## src/rtl/core/prav_pkg.sv

```systemverilog
// Shared widths and constants for the pose running-average block.
`timescale 1ns / 1ps
`default_nettype none

package prav_pkg;

    // Field widths
    localparam int POS_W = 16;
    localparam int ANG_W = 16;
    localparam int CNT_W = 16;
    localparam int ERR_W = 17;

    // Running sums and the serial divider
    localparam int SUM_W      = 32;
    localparam int DIV_STEP_W = $clog2(SUM_W);

    // Shift-add multiplier: 31-bit multiplicand, one multiplier bit a cycle
    localparam int MCAND_W    = 31;
    localparam int MPLIER_W   = 16;
    localparam int PROD_W     = MCAND_W + MPLIER_W;
    localparam int MUL_STEP_W = $clog2(MPLIER_W);
    localparam int SQ_W       = 2 * POS_W;

    // Digit-by-digit square root: two radicand bits a cycle
    localparam int RAD_W       = 34;
    localparam int ROOT_W      = RAD_W / 2;
    localparam int SQ_REM_W    = ROOT_W + 1;
    localparam int SQRT_STEP_W = $clog2(ROOT_W);

    // Observation count saturates here
    localparam logic [CNT_W-1:0] MAX_COUNT = 16'd65535;

    // Heading units: 32768 stands for pi
    localparam logic signed [ANG_W:0] PI_UNITS      = 17'sd32768;
    localparam logic        [ANG_W:0] HALF_PI_UNITS = 17'd16384;

    // pi scaled by 2^29; the heading term is (d * PI_Q29 + 2^33) >> 34
    localparam logic [MCAND_W-1:0] PI_Q29     = 31'd1686629713;
    localparam int                 ATERM_SH   = 34;
    localparam logic [PROD_W-1:0]  ATERM_RND  = 47'd8589934592;
    localparam int                 ATERM_W    = PROD_W - ATERM_SH;

    localparam logic [ERR_W-1:0] ERR_MAX = 17'd131071;

endpackage : prav_pkg

`default_nettype wire

```

## src/rtl/core/prav_div.sv

```systemverilog
// Bit-serial restoring divider: signed running sum by unsigned count.
`timescale 1ns / 1ps
`default_nettype none

module prav_div
    import prav_pkg::*;
(
    input  logic                    clk,
    input  logic                    rst_n,
    input  logic                    start,
    input  logic signed [SUM_W-1:0] dividend,
    input  logic        [CNT_W-1:0] divisor,
    output logic                    done,
    output logic        [POS_W-1:0] quotient
);

    localparam logic [DIV_STEP_W-1:0] DIV_LAST = DIV_STEP_W'(SUM_W - 1);

    logic                  busy_reg;
    logic                  done_reg;
    logic [DIV_STEP_W-1:0] step_reg;
    logic [SUM_W-1:0]      work_reg;
    logic [CNT_W-1:0]      rem_reg;
    logic [CNT_W-1:0]      den_reg;
    logic                  neg_reg;
    logic [POS_W-1:0]      quo_reg;

    logic [SUM_W-1:0] mag;
    logic [CNT_W:0]   rem_sh;
    logic [CNT_W:0]   rem_sub;
    logic             ge;
    logic [CNT_W-1:0] rem_next;
    logic [SUM_W-1:0] work_next;
    logic [POS_W-1:0] quo_mag;
    logic [POS_W-1:0] quo_fin;
    logic             last;

    // Take the magnitude of the dividend; the sign is reapplied at the end
    assign mag = dividend[SUM_W-1] ? (~dividend + SUM_W'(1)) : dividend;

    // One quotient bit a cycle: shift in the next dividend bit, try a subtract
    assign rem_sh    = {rem_reg, work_reg[SUM_W-1]};
    assign ge        = (rem_sh >= {1'b0, den_reg});
    assign rem_sub   = rem_sh - {1'b0, den_reg};
    assign rem_next  = ge ? rem_sub[CNT_W-1:0] : rem_sh[CNT_W-1:0];
    assign work_next = {work_reg[SUM_W-2:0], ge};
    assign last      = busy_reg && (step_reg == DIV_LAST);

    // Truncate toward zero: negate the low bits of the magnitude quotient
    assign quo_mag = work_next[POS_W-1:0];
    assign quo_fin = neg_reg ? (~quo_mag + POS_W'(1)) : quo_mag;

    // Sequence the steps
    always_ff @(posedge clk or negedge rst_n)
    begin
        if (!rst_n)
        begin
            busy_reg <= 1'b0;
            done_reg <= 1'b0;
            step_reg <= '0;
        end
        else
        begin
            done_reg <= last;
            if (start)
            begin
                busy_reg <= 1'b1;
                step_reg <= '0;
            end
            else if (last)
            begin
                busy_reg <= 1'b0;
            end
            else if (busy_reg)
            begin
                step_reg <= step_reg + DIV_STEP_W'(1);
            end
        end
    end

    // Load and shift the datapath
    always_ff @(posedge clk)
    begin
        if (start)
        begin
            work_reg <= mag;
            rem_reg  <= '0;
            den_reg  <= divisor;
            neg_reg  <= dividend[SUM_W-1];
        end
        else if (busy_reg)
        begin
            work_reg <= work_next;
            rem_reg  <= rem_next;
        end
        if (last)
        begin
            quo_reg <= quo_fin;
        end
    end

    assign done     = done_reg;
    assign quotient = quo_reg;

endmodule : prav_div

`default_nettype wire

```

## src/rtl/core/prav_mul.sv

```systemverilog
// Shift-add multiplier taking one multiplier bit per cycle.
`timescale 1ns / 1ps
`default_nettype none

module prav_mul
    import prav_pkg::*;
(
    input  logic                clk,
    input  logic                rst_n,
    input  logic                start,
    input  logic [MCAND_W-1:0]  mcand,
    input  logic [MPLIER_W-1:0] mplier,
    output logic                done,
    output logic [PROD_W-1:0]   prod
);

    localparam logic [MUL_STEP_W-1:0] MUL_LAST = MUL_STEP_W'(MPLIER_W - 1);

    logic                  busy_reg;
    logic                  done_reg;
    logic [MUL_STEP_W-1:0] step_reg;
    logic [MCAND_W-1:0]    mcand_reg;
    logic [MCAND_W-1:0]    acc_reg;
    logic [MPLIER_W-1:0]   lo_reg;

    logic [MCAND_W:0] part_sum;
    logic             last;

    // Add the multiplicand when the current multiplier bit is set, then shift right
    assign part_sum = {1'b0, acc_reg} + (lo_reg[0] ? {1'b0, mcand_reg} : '0);
    assign last     = busy_reg && (step_reg == MUL_LAST);

    // Sequence the steps
    always_ff @(posedge clk or negedge rst_n)
    begin
        if (!rst_n)
        begin
            busy_reg <= 1'b0;
            done_reg <= 1'b0;
            step_reg <= '0;
        end
        else
        begin
            done_reg <= last;
            if (start)
            begin
                busy_reg <= 1'b1;
                step_reg <= '0;
            end
            else if (last)
            begin
                busy_reg <= 1'b0;
            end
            else if (busy_reg)
            begin
                step_reg <= step_reg + MUL_STEP_W'(1);
            end
        end
    end

    // Product builds up in acc and lo; it holds once the steps are over
    always_ff @(posedge clk)
    begin
        if (start)
        begin
            mcand_reg <= mcand;
            acc_reg   <= '0;
            lo_reg    <= mplier;
        end
        else if (busy_reg)
        begin
            acc_reg <= part_sum[MCAND_W:1];
            lo_reg  <= {part_sum[0], lo_reg[MPLIER_W-1:1]};
        end
    end

    assign done = done_reg;
    assign prod = {acc_reg, lo_reg};

endmodule : prav_mul

`default_nettype wire

```

## src/rtl/core/prav_sqrt.sv

```systemverilog
// Digit-by-digit integer square root, two radicand bits per cycle.
`timescale 1ns / 1ps
`default_nettype none

module prav_sqrt
    import prav_pkg::*;
(
    input  logic              clk,
    input  logic              rst_n,
    input  logic              start,
    input  logic [RAD_W-1:0]  radicand,
    output logic              done,
    output logic [ROOT_W-1:0] root
);

    localparam logic [SQRT_STEP_W-1:0] SQRT_LAST = SQRT_STEP_W'(ROOT_W - 1);

    logic                   busy_reg;
    logic                   done_reg;
    logic [SQRT_STEP_W-1:0] step_reg;
    logic [RAD_W-1:0]       rad_reg;
    logic [SQ_REM_W-1:0]    rem_reg;
    logic [ROOT_W-1:0]      root_reg;

    logic [SQ_REM_W+1:0] rem_sh;
    logic [SQ_REM_W+1:0] trial;
    logic [SQ_REM_W+1:0] rem_sub;
    logic                ge;
    logic                last;

    // Bring down two bits, try subtracting 4*root + 1
    assign rem_sh  = {rem_reg, rad_reg[RAD_W-1:RAD_W-2]};
    assign trial   = {1'b0, root_reg, 2'b01};
    assign ge      = (rem_sh >= trial);
    assign rem_sub = rem_sh - trial;
    assign last    = busy_reg && (step_reg == SQRT_LAST);

    // Sequence the steps
    always_ff @(posedge clk or negedge rst_n)
    begin
        if (!rst_n)
        begin
            busy_reg <= 1'b0;
            done_reg <= 1'b0;
            step_reg <= '0;
        end
        else
        begin
            done_reg <= last;
            if (start)
            begin
                busy_reg <= 1'b1;
                step_reg <= '0;
            end
            else if (last)
            begin
                busy_reg <= 1'b0;
            end
            else if (busy_reg)
            begin
                step_reg <= step_reg + SQRT_STEP_W'(1);
            end
        end
    end

    // Shift the radicand out and the root bits in
    always_ff @(posedge clk)
    begin
        if (start)
        begin
            rad_reg  <= radicand;
            rem_reg  <= '0;
            root_reg <= '0;
        end
        else if (busy_reg)
        begin
            rad_reg  <= {rad_reg[RAD_W-3:0], 2'b00};
            rem_reg  <= ge ? rem_sub[SQ_REM_W-1:0] : rem_sh[SQ_REM_W-1:0];
            root_reg <= {root_reg[ROOT_W-2:0], ge};
        end
    end

    assign done = done_reg;
    assign root = root_reg;

endmodule : prav_sqrt

`default_nettype wire

```

## src/rtl/core/pose_running_average.sv

```systemverilog
// Top level: running mean of observed poses with heading smoothing and fit error.
//
//   channel | direction | handshake          | payload
//   --------+-----------+--------------------+------------------------------------------
//   obs     | in        | in_valid, in_stall | obs_x, obs_y, obs_angle
//   result  | out       | out_valid, out_stall | mean_x, mean_y, mean_angle, fit_error,
//           |           |                    | seen_count
//
// A transaction runs from acceptance through the two parallel 32-step dividers, the
// 16-step squarers and the 17-step square root, each entered from its own start state,
// and ends in a hand-over state that waits for a free output register.
// The heading term's multiply runs alongside the dividers.
// Reset clears sums, count and centre to zero and leaves the output empty.
// in_stall is high while an observation is in work; a stalled result holds in the
// output register while the next observation is accepted and worked on.
`timescale 1ns / 1ps
`default_nettype none

module pose_running_average
    import prav_pkg::*;
(
    input  logic                    clk,
    input  logic                    rst_n,
    input  logic                    in_valid,
    output logic                    in_stall,
    input  logic signed [POS_W-1:0] obs_x,
    input  logic signed [POS_W-1:0] obs_y,
    input  logic signed [ANG_W-1:0] obs_angle,
    output logic                    out_valid,
    input  logic                    out_stall,
    output logic signed [POS_W-1:0] mean_x,
    output logic signed [POS_W-1:0] mean_y,
    output logic signed [ANG_W-1:0] mean_angle,
    output logic        [ERR_W-1:0] fit_error,
    output logic        [CNT_W-1:0] seen_count
);

    localparam logic [2:0] S_IDLE       = 3'd0;
    localparam logic [2:0] S_DIV_START  = 3'd1;
    localparam logic [2:0] S_DIV        = 3'd2;
    localparam logic [2:0] S_SQ_START   = 3'd3;
    localparam logic [2:0] S_SQ         = 3'd4;
    localparam logic [2:0] S_ROOT_START = 3'd5;
    localparam logic [2:0] S_ROOT       = 3'd6;
    localparam logic [2:0] S_FIN        = 3'd7;

    logic [2:0] state_reg;
    logic [2:0] state_next;

    logic signed [SUM_W-1:0] sum_x_reg;
    logic signed [SUM_W-1:0] sum_y_reg;
    logic        [CNT_W-1:0] count_reg;
    logic signed [POS_W-1:0] center_x_reg;
    logic signed [POS_W-1:0] center_y_reg;
    logic signed [ANG_W-1:0] center_angle_reg;
    logic signed [POS_W-1:0] obs_x_reg;
    logic signed [POS_W-1:0] obs_y_reg;
    logic        [ANG_W-1:0] diff_reg;

    logic                    out_valid_reg;
    logic signed [POS_W-1:0] mean_x_reg;
    logic signed [POS_W-1:0] mean_y_reg;
    logic signed [ANG_W-1:0] mean_angle_reg;
    logic        [ERR_W-1:0] fit_error_reg;
    logic        [CNT_W-1:0] seen_count_reg;

    logic in_accept;
    logic out_free;

    // Heading datapath
    logic signed [ANG_W:0]   ang_diff;
    logic        [ANG_W:0]   ang_abs;
    logic                    fold;
    logic                    oa_pos;
    logic signed [ANG_W:0]   oa_ext;
    logic signed [ANG_W:0]   oa_fold;
    logic signed [ANG_W+1:0] half_sum;
    logic signed [ANG_W+1:0] half_rnd;

    // Distance datapath
    logic signed [POS_W:0] dx;
    logic signed [POS_W:0] dy;
    logic        [POS_W:0] dx_abs;
    logic        [POS_W:0] dy_abs;
    logic [RAD_W-1:0]      radicand;
    logic [PROD_W-1:0]     ang_rnd;
    logic [ATERM_W-1:0]    aterm;
    logic [ROOT_W:0]       err_sum;
    logic [ERR_W-1:0]      err_sat;

    // Unit handshakes
    logic                  div_start;
    logic                  div_x_done;
    logic                  div_y_done;
    logic [POS_W-1:0]      quo_x;
    logic [POS_W-1:0]      quo_y;
    logic                  sq_start;
    logic                  sq_x_done;
    logic                  sq_y_done;
    logic [PROD_W-1:0]     sq_x_prod;
    logic [PROD_W-1:0]     sq_y_prod;
    logic                  ang_done;
    logic [PROD_W-1:0]     ang_prod;
    logic                  root_start;
    logic                  root_done;
    logic [ROOT_W-1:0]     root;

    assign in_stall  = (state_reg != S_IDLE);
    assign in_accept = in_valid && !in_stall;
    assign out_free  = !out_valid_reg || !out_stall;

    // Fold the observed heading and form the truncated half-sum
    assign ang_diff = {center_angle_reg[ANG_W-1], center_angle_reg}
                    - {obs_angle[ANG_W-1], obs_angle};
    assign ang_abs  = ang_diff[ANG_W] ? (~ang_diff + (ANG_W+1)'(1)) : ang_diff;
    assign fold     = (ang_abs > HALF_PI_UNITS);
    assign oa_pos   = !obs_angle[ANG_W-1] && (obs_angle != '0);
    assign oa_ext   = {obs_angle[ANG_W-1], obs_angle};
    assign oa_fold  = !fold ? oa_ext : (oa_pos ? (oa_ext - PI_UNITS) : (oa_ext + PI_UNITS));
    assign half_sum = {{2{center_angle_reg[ANG_W-1]}}, center_angle_reg}
                    + {oa_fold[ANG_W], oa_fold};
    assign half_rnd = half_sum + {{(ANG_W+1){1'b0}}, half_sum[ANG_W+1]};

    // Offsets from the new centre to the observation
    assign dx     = {center_x_reg[POS_W-1], center_x_reg} - {obs_x_reg[POS_W-1], obs_x_reg};
    assign dy     = {center_y_reg[POS_W-1], center_y_reg} - {obs_y_reg[POS_W-1], obs_y_reg};
    assign dx_abs = dx[POS_W] ? (~dx + (POS_W+1)'(1)) : dx;
    assign dy_abs = dy[POS_W] ? (~dy + (POS_W+1)'(1)) : dy;

    assign radicand = RAD_W'(sq_x_prod[SQ_W-1:0]) + RAD_W'(sq_y_prod[SQ_W-1:0]);

    // Heading term rounded to 1/1024 rad, then saturate the total
    assign ang_rnd = ang_prod + ATERM_RND;
    assign aterm   = ang_rnd[PROD_W-1:ATERM_SH];
    assign err_sum = {1'b0, root} + (ROOT_W+1)'(aterm);
    assign err_sat = (err_sum > (ROOT_W+1)'(ERR_MAX)) ? ERR_MAX : err_sum[ERR_W-1:0];

    assign div_start  = (state_reg == S_DIV_START);
    assign sq_start   = (state_reg == S_SQ_START);
    assign root_start = (state_reg == S_ROOT_START);

    // Sequence one observation through the serial units
    always_comb
    begin
        state_next = state_reg;
        unique case (state_reg)
            S_IDLE:       if (in_accept) state_next = S_DIV_START;
            S_DIV_START:  state_next = S_DIV;
            S_DIV:        if (div_x_done) state_next = S_SQ_START;
            S_SQ_START:   state_next = S_SQ;
            S_SQ:         if (sq_x_done) state_next = S_ROOT_START;
            S_ROOT_START: state_next = S_ROOT;
            S_ROOT:       if (root_done) state_next = S_FIN;
            S_FIN:        if (out_free) state_next = S_IDLE;
            default:      state_next = S_IDLE;
        endcase
    end

    // Hold the running state: sums, count and centre
    always_ff @(posedge clk or negedge rst_n)
    begin
        if (!rst_n)
        begin
            state_reg        <= S_IDLE;
            sum_x_reg        <= '0;
            sum_y_reg        <= '0;
            count_reg        <= '0;
            center_x_reg     <= '0;
            center_y_reg     <= '0;
            center_angle_reg <= '0;
        end
        else
        begin
            state_reg <= state_next;
            if (in_accept)
            begin
                center_angle_reg <= half_rnd[ANG_W:1];
                if (count_reg < MAX_COUNT)
                begin
                    sum_x_reg <= sum_x_reg + SUM_W'(obs_x);
                    sum_y_reg <= sum_y_reg + SUM_W'(obs_y);
                    count_reg <= count_reg + CNT_W'(1);
                end
            end
            if ((state_reg == S_DIV) && div_x_done)
            begin
                center_x_reg <= quo_x;
                center_y_reg <= quo_y;
            end
        end
    end

    // Capture the observation for the distance and heading terms
    always_ff @(posedge clk)
    begin
        if (in_accept)
        begin
            obs_x_reg <= obs_x;
            obs_y_reg <= obs_y;
            diff_reg  <= ang_abs[ANG_W-1:0];
        end
    end

    // Output register: load when free, drop valid once taken
    always_ff @(posedge clk or negedge rst_n)
    begin
        if (!rst_n)
        begin
            out_valid_reg <= 1'b0;
        end
        else if ((state_reg == S_FIN) && out_free)
        begin
            out_valid_reg <= 1'b1;
        end
        else if (out_valid_reg && !out_stall)
        begin
            out_valid_reg <= 1'b0;
        end
    end

    always_ff @(posedge clk)
    begin
        if ((state_reg == S_FIN) && out_free)
        begin
            mean_x_reg     <= center_x_reg;
            mean_y_reg     <= center_y_reg;
            mean_angle_reg <= center_angle_reg;
            fit_error_reg  <= err_sat;
            seen_count_reg <= count_reg;
        end
    end

    // Centre position: x and y dividers run side by side
    prav_div u_div_x (
        .clk      (clk),
        .rst_n    (rst_n),
        .start    (div_start),
        .dividend (sum_x_reg),
        .divisor  (count_reg),
        .done     (div_x_done),
        .quotient (quo_x)
    );

    prav_div u_div_y (
        .clk      (clk),
        .rst_n    (rst_n),
        .start    (div_start),
        .dividend (sum_y_reg),
        .divisor  (count_reg),
        .done     (div_y_done),
        .quotient (quo_y)
    );

    // Heading difference times pi, alongside the division
    prav_mul u_mul_ang (
        .clk    (clk),
        .rst_n  (rst_n),
        .start  (div_start),
        .mcand  (PI_Q29),
        .mplier (diff_reg),
        .done   (ang_done),
        .prod   (ang_prod)
    );

    // Squares of the offsets
    prav_mul u_mul_dx (
        .clk    (clk),
        .rst_n  (rst_n),
        .start  (sq_start),
        .mcand  (MCAND_W'(dx_abs[POS_W-1:0])),
        .mplier (dx_abs[POS_W-1:0]),
        .done   (sq_x_done),
        .prod   (sq_x_prod)
    );

    prav_mul u_mul_dy (
        .clk    (clk),
        .rst_n  (rst_n),
        .start  (sq_start),
        .mcand  (MCAND_W'(dy_abs[POS_W-1:0])),
        .mplier (dy_abs[POS_W-1:0]),
        .done   (sq_y_done),
        .prod   (sq_y_prod)
    );

    prav_sqrt u_sqrt (
        .clk      (clk),
        .rst_n    (rst_n),
        .start    (root_start),
        .radicand (radicand),
        .done     (root_done),
        .root     (root)
    );

    assign out_valid  = out_valid_reg;
    assign mean_x     = mean_x_reg;
    assign mean_y     = mean_y_reg;
    assign mean_angle = mean_angle_reg;
    assign fit_error  = fit_error_reg;
    assign seen_count = seen_count_reg;

`ifndef SYNTHESIS
    // The two dividers start together and must finish together
    a_div_lockstep: assert property (@(posedge clk) disable iff (!rst_n)
        div_x_done == div_y_done)
        else $error("x and y dividers out of step");

    // The squarers and the heading multiply finish only while their results are awaited
    a_unit_done_state: assert property (@(posedge clk) disable iff (!rst_n)
        (sq_x_done || sq_y_done || ang_done) |->
            (state_reg == S_SQ) || (state_reg == S_DIV))
        else $error("multiplier finished outside its wait state");

    // An accepted observation below saturation advances the count by one
    a_count_step: assert property (@(posedge clk) disable iff (!rst_n)
        (in_accept && (count_reg < MAX_COUNT)) |=>
            (count_reg == $past(count_reg) + CNT_W'(1)))
        else $error("observation count did not advance");

    // A result appears only from the hand-over state
    a_out_from_fin: assert property (@(posedge clk) disable iff (!rst_n)
        $rose(out_valid_reg) |-> ($past(state_reg) == S_FIN))
        else $error("result raised outside hand-over");
`endif

endmodule : pose_running_average

`default_nettype wire
```

## config.mk

```make
export PLATFORM = sky130hd
export DESIGN_NAME = pose_running_average
export DESIGN_NICKNAME = d
export VERILOG_FILES = /design/src/rtl/core/prav_pkg.sv /design/src/rtl/core/prav_div.sv /design/src/rtl/core/prav_mul.sv /design/src/rtl/core/prav_sqrt.sv /design/src/rtl/core/pose_running_average.sv
export SDC_FILE = /design/constraint.sdc
export NUM_CORES = 2
export LEC_CHECK = 0
export BUFFER_PORTS_ARGS = -buffer_cell sky130_fd_sc_hd__buf_2
export CAP_MARGIN = 20
export CELL_PAD_IN_SITES_DETAIL_PLACEMENT = 0
export CELL_PAD_IN_SITES_GLOBAL_PLACEMENT = 1
export CORE_MARGIN = 3
export CORE_UTILIZATION = 54
export CTS_CLUSTER_SIZE = 25
export DETAILED_ROUTE_END_ITERATION = 10
export GPL_TIMING_DRIVEN = 0
export PLACE_DENSITY = 0.95
export REMOVE_ABC_BUFFERS = 1
export SKIP_LAST_GASP = 1
export SYNTH_ARGS = -nofsm -noshare
export SYNTH_HDL_FRONTEND = slang
export SYNTH_SLANG_ARGS = --single-unit
```

## constraint.sdc

```tcl
create_clock -name clk -period 16.91 [get_ports clk]
set_input_delay 0.8455 -clock clk [delete_from_list [all_inputs] [get_ports clk]]
set_output_delay 0.8455 -clock clk [all_outputs]
set_load 0.03 [all_outputs]
```

; ---- Word level (Yosys, flattened, before mapping)
; Cells that the tools add are included.
[totals]
regBits = 685
inputBits = 52
out_inout_bits = 83
wordCells = 225
[classes]
n_addsub = 32
n_lt_le_gt_ge = 6
eq_ne = 24
muxes = 65
bitwise_logic = 7
n_reduce_logical = 40
[op_table]
columns = cell, n
row1 = 16-bit two-way mux, 14
row2 = 32-bit two-way mux, 6
row3 = 31-bit by 32-bit adder with 32-bit output, 3
row4 = 34-bit two-way mux, 2
row5 = 32-bit by 16-bit adder with 32-bit output, 2
row6 = "32-bit by 2-bit adder with 32-bit output, second input constant", 2
row7 = 16-bit inverter, 4
row8 = 32-bit inverter, 2
row9 = 17-bit two-way mux, 3
row10 = 16-bit by 16-bit subtractor with 17-bit output, 3
row11 = "16-bit by 1-bit adder with 16-bit output, second input constant", 3
row12 = "47-bit by 34-bit adder with 47-bit output, second input constant", 1
row13 = 5-bit two-way mux, 9
row14 = 4-bit two-way mux, 9
row15 = 17-bit by 16-bit >= comparator with 1-bit output, 2
row16 = 32-bit by 32-bit adder with 33-bit output, 1
row17 = "16-bit by 2-bit adder with 16-bit output, second input constant", 2
row18 = 16-bit subtractor, 2
row19 = 31-bit two-way mux, 1
row20 = 2-bit nonzero test, 13
row21 = 3-bit case mux with 8 select lines, 1
row22 = 20-bit by 19-bit >= comparator with 1-bit output, 1
row23 = 16-bit by 17-bit adder with 18-bit output, 1
row24 = 17-bit by 13-bit adder with 18-bit output, 1
row25 = 29 further kinds, 86

; ---- Longest topological paths before layout
[logic_depth]
ltp_word = 8
mapped_depth = 28
mapped_depth_nobuf = 28

; ---- Cells and area by module
; A second synthesis with hierarchy kept.
[unflattened]
hier_cells = 4712
area_unflattened_um2 = 47448.0
[by_module_without_submodules]
columns = mod, instances, cells_each, area_each_um2
row1 = pose_running_average, 1, 1926, 18690.4
row2 = prav_div, 2, 517, 5143.7
row3 = prav_mul at u_mul_dx ..., 2, 448, 4740.8
row4 = prav_mul at u_mul_ang, 1, 480, 4968.5
row5 = prav_sqrt, 1, 376, 4020.1

; ---- Worst setup path after synthesis
; Ideal clock, no wire load.
[synth_timing]
path_kind = input to register
startpoint = input obs_angle[0]
endpoint = register center_angle_reg[11]
t_arrival_ps = 5853
path_slack_ps = 10922
cell_stages = 27
cell_sequence = ha_1 -> inv_1 -> fa_1 -> a211oi_2 -> o21bai_1 -> a21oi_1 -> xnor2_1 -> nand3b_1 -> nor3_2 -> or4_1 -> a211oi_1 -> o211ai_1 -> a21oi_2 -> xnor2_1 -> ha_1 -> nor2b_1 -> and2_1 -> a21oi_1 -> a41oi_1 -> nor2_1 -> ha_1 -> nand4_1 -> nor4_1 -> nand2_1 -> nor4_1 -> xnor2_1 -> o21ai_0
[synth_between]
elab_chain_len = 8
elab_cells_between_ends = 13
cone_classes = add/sub (6) / order compare (1) / mux (3) / bitwise (1) / reduce/logical (2)
[synth_lines]
columns = element, line_no
row1 = "start, declared", pose_running_average.sv:28  ; input logic signed [ANG_W-1:0] obs_angle,
row2 = 16-bit by 16-bit subtractor with 17-bit output, pose_running_average.sv:114  ; - {obs_angle[ANG_W-1], obs_angle};
row3 = 17-bit inverter, pose_running_average.sv:115  ; assign ang_abs = ang_diff[ANG_W] ? (~ang_diff + (ANG_W+1)'(1)) : ang_diff;
row4 = 17-bit by 2-bit adder with 17-bit output, pose_running_average.sv:115
row5 = 17-bit two-way mux, pose_running_average.sv:115
row6 = 17-bit by 15-bit > comparator with 1-bit output, pose_running_average.sv:116  ; assign fold = (ang_abs > HALF_PI_UNITS);
row7 = 17-bit two-way mux (*), pose_running_average.sv:119  ; assign oa_fold = !fold ? oa_ext : (oa_pos ? (oa_ext - PI_UNITS) : (oa_ext + PI_UNITS));
row8 = 16-bit by 17-bit adder with 18-bit output (*), pose_running_average.sv:121  ; + {oa_fold[ANG_W], oa_fold};
row9 = 17-bit by 1-bit adder with 17-bit output (*), pose_running_average.sv:122  ; assign half_rnd = half_sum + {{(ANG_W+1){1'b0}}, half_sum[ANG_W+1]};
row10 = "end signal, assigned", pose_running_average.sv:177  ; center_angle_reg <= half_rnd[ANG_W:1];
row11 = "end, declared", pose_running_average.sv:55  ; logic signed [ANG_W-1:0] center_angle_reg;
; Every way passes the cells marked *; elsewhere a longest branch is shown, timed or not.
; A chain may end at the register's enable or synchronous reset.

; ---- Worst setup path after layout
[layout_timing]
startpoint = register center_angle_reg[0]
endpoint = register center_angle_reg[15]
[layout_between]
elab_chain_len = 8
[layout_lines]
columns = element, line_no
row1 = 16-bit by 16-bit subtractor with 17-bit output, pose_running_average.sv:114
row2 = 17-bit inverter, pose_running_average.sv:115
row3 = 17-bit by 2-bit adder with 17-bit output, pose_running_average.sv:115
row4 = 17-bit two-way mux, pose_running_average.sv:115
row5 = 17-bit by 15-bit > comparator with 1-bit output, pose_running_average.sv:116
row6 = 17-bit two-way mux, pose_running_average.sv:119
row7 = 16-bit by 17-bit adder with 18-bit output (*), pose_running_average.sv:121
row8 = 17-bit by 1-bit adder with 17-bit output (*), pose_running_average.sv:122
; Marked as above.

==> results.sh <==
export IMPL_synth_common_cells="nand2_1, o21ai_0, edfxtp_1, ha_1, a21oi_1"
export IMPL_antenna_found_initial=3
export IMPL_r2r_start="center_angle_reg[0]"
export IMPL_fp_row_count=101
export IMPL_period_needed_ns=7.24
export IMPL_yosys_warnings=0
export IMPL_grt_pass1_vias=30372
export IMPL_synth_area_per_cell_um2=9.62
export IMPL_p_leak_nw=19.9
export IMPL_p_sw_share_pct=41.5
export IMPL_fin_worst_skew_ns=0.0255
export IMPL_p_per_area_mw_per_mm2=218
export IMPL_postPlaceCellArea_mm2=0.0435
export IMPL_via_count=31497
export IMPL_postCtsSetupRepairBufs=0
export IMPL_power_ir_vdd_worst_mv=0.0903
export IMPL_dieWidth_um=284
export IMPL_io_pins=135
export IMPL_fin_crit_sh_pct=42.8
export IMPL_fin_area_mm2=0.0464
export IMPL_drive_above_1_share_pct=9.58
export IMPL_timing_critical_path_mode_cell="ha_1"
export IMPL_placedCellCount=5364
export IMPL_synthToLayoutAreaGrowth_pct=11.3
export IMPL_synth_area_top_cells="edfxtp_1, dfrtp_1, ha_1, dfxtp_1, nand2_1"
export IMPL_place_hpwl_um=65700
export IMPL_cts_resized=0
export IMPL_route_detailed_drc=0
export IMPL_crit_type="reg -> reg"
export IMPL_hold_viol=0
export IMPL_max_freq_mhz=138
export IMPL_routed_wirelength_um=92100
export IMPL_design_core_area_mm2=0.0762
export IMPL_setup_viol=0
export IMPL_slew_headroom_pct=31.2
export IMPL_stdcell_count=5512
export IMPL_timing_critical_path_buf_inv=2
export IMPL_endpoint_kind="flip-flop"
export IMPL_yosysUniqueCellTypes=104
export IMPL_critPathCapture="center_angle_reg[15]"
export IMPL_pwr_share_clk_pct=18.0
export IMPL_synth_largest_area_cell="edfxtp_1"
export IMPL_slew_violations=0
export IMPL_netlist_area_mm2=0.0417
export IMPL_min_path_type="in -> async"
export IMPL_cp_top_family="compound AO/OA/AOI/OAI gates"
export IMPL_clockBufferDepth=3
export IMPL_gp_congestion=0.876
export IMPL_rsz0062_at_grt="false"
export IMPL_r2r_cells=26
export IMPL_cts_hold_fix_buffers=0
export IMPL_ys_async_sr_fraction_pct=24.5
export IMPL_worstSetupStartpoint="center_angle_reg[0]"
export IMPL_antenna_left=0
export IMPL_cts_buffers=76
export IMPL_drt_initial_drc_count=2145
export IMPL_grt_first_pass_wirelength_um=153000
export IMPL_power_frac_seq_pct=32.0
export IMPL_grt_overflow=0
export IMPL_critical_path_max_fanout=14
export IMPL_tightest_slew_ns=1.03
export IMPL_avgViaCountPerCell=5.71
export IMPL_p_comb_share_pct=50.0
export IMPL_die_area_mm2=0.0806
export IMPL_setup_tns_ns=0
export IMPL_crit_required_ns=17.40
export IMPL_insertion_delay_ns=0.62
export IMPL_largest_reg_flops=34
export IMPL_cts_root_buffer="clkbuf_16"
export IMPL_cap_violations=0
export IMPL_syn_inst=4333
export IMPL_synth_top_area_share_pct=25.7
export IMPL_crit_arrival_ns=7.73
export IMPL_cts_tree="yes"
export IMPL_io_buffer_count=134
export IMPL_p_sw_mw=4.19
export IMPL_grt_total_usage_pct=22.6
export IMPL_drt_pass1_iterations=6
export IMPL_clock_sinks=685
export IMPL_path_clk_slew_ns=0.06
export IMPL_grt_max_degree=109
export IMPL_nets=4771
export IMPL_reg2reg_to="center_angle_reg[15]"
export IMPL_status="finished clean"
export IMPL_ys_flop_type="edfxtp_1"
export IMPL_cp_depth=26
export IMPL_start_util_pct=54.7
export IMPL_yosys_register_bits=685
export IMPL_slowest_delay_ns=0.58
export IMPL_reg2reg_slack_ns=9.67
export IMPL_synth_most_common_cell="nand2_1"
export IMPL_cts_htree_levels=3
export IMPL_wl_per_cell_um=16.7
export IMPL_synth_edf_count=357
export IMPL_die_y_um=284
export IMPL_slowest_stage="or4_1"
export IMPL_cp_start_kind="flip-flop"
export IMPL_p_int_mw=5.90
export IMPL_yosysSeqAreaShare_pct=43.5
==> power by group through the flow <==
| stage | clock [mW] | sequential (mW) | combinational [mW] |
|---|---|---|---|
| floorplan | 0 | 3.09 | 3.98 |
| global route | 1.92 | 3.31 | 5.72 |
| detailed placement | 0 | 3.26 | 4.97 |
| CTS | 1.85 | 3.23 | 5.02 |
| finish | 1.82 | 3.22 | 5.04 |
| global placement | 0 | 3.26 | 4.79 |
==> worst min path at each step <==
stage / startpoint / endpoint / slack, ns / cells after the start
CTS: rst_n / u_mul_dy.step_reg[0] / 0.16 / 1
detailed placement: u_mul_dy.acc_reg[30] / u_mul_dy.acc_reg[30] / 0.46 / 2
floorplan: u_mul_dy.acc_reg[30] / u_mul_dy.acc_reg[30] / 0.42 / 2
global placement: center_y_reg[0] / mean_y[0] / 0.43 / 0
finish: rst_n / u_mul_dy.step_reg[0] / 0.17 / 1
global route: rst_n / u_mul_dy.step_reg[0] / 0.18 / 1
==> cells in the final DEF, fill, tap and decap left out, types with 72 or more instances in the layout <==
cell type	n
a21o_1	72
a21oi_1	278
buf_2	133
clkbuf_16	85
dfrtp_1	165
dfxtp_1	160
edfxtp_1	357
ha_1	292
inv_1	218
mux2i_1	93
nand2_1	506
nand3_1	93
nor2_1	273
nor3_1	86
o21ai_0	379
xnor2_1	215
xor2_1	178
==> logic make-up after synthesis <==
group           share of synthesized area (%)
simple gates                             14.8
compound gates                           16.9
flops                                    43.5
xor+xnor                                 8.36
buf+inv                                  3.46
fa+ha+maj                                9.34
mux                                      3.69
==> per-layer routing <==
layer  global-route usage [%]  up-vias  part of all wire [%]
met1                     30.9    14982                    47
met4                     6.54        0                   2.3
met3                     2.80      121                   4.1
li1                         -    15797                     -
met5                        0        -                     0
met2                     37.7      597                    47
==> per-stage QoR <==
| stage | worst slack (ns) | util [%] | power (mW) | hold slack [ns] |
|---|---|---|---|---|
| after detailed placement | 8.93 | 57.1 | 8.22 | 0.456 |
| after floorplan | 10.63 | - | 7.07 | 0.423 |
| final | 9.67 | 60.9 | 10.1 | 0.169 |
| after global placement | 8.13 | 56.5 | 8.05 | 0.430 |
| after CTS | 9.34 | 60.8 | 10.1 | 0.159 |
| after global routing | 9.06 | 60.8 | 10.9 | 0.179 |
==> layout make-up <==
class / count / area, um2
fill: 6181 / 29800
multi-input combinational: 3272 / 22200
sequential: 685 / 18100
clock buffer: 99 / 2250
tap: 1030 / 1290
timing repair buffer: 157 / 1140
inverter: 223 / 842
clock inverter: 43 / 539
antenna: 3 / 7.51
(Power assumes the default switching activity.)
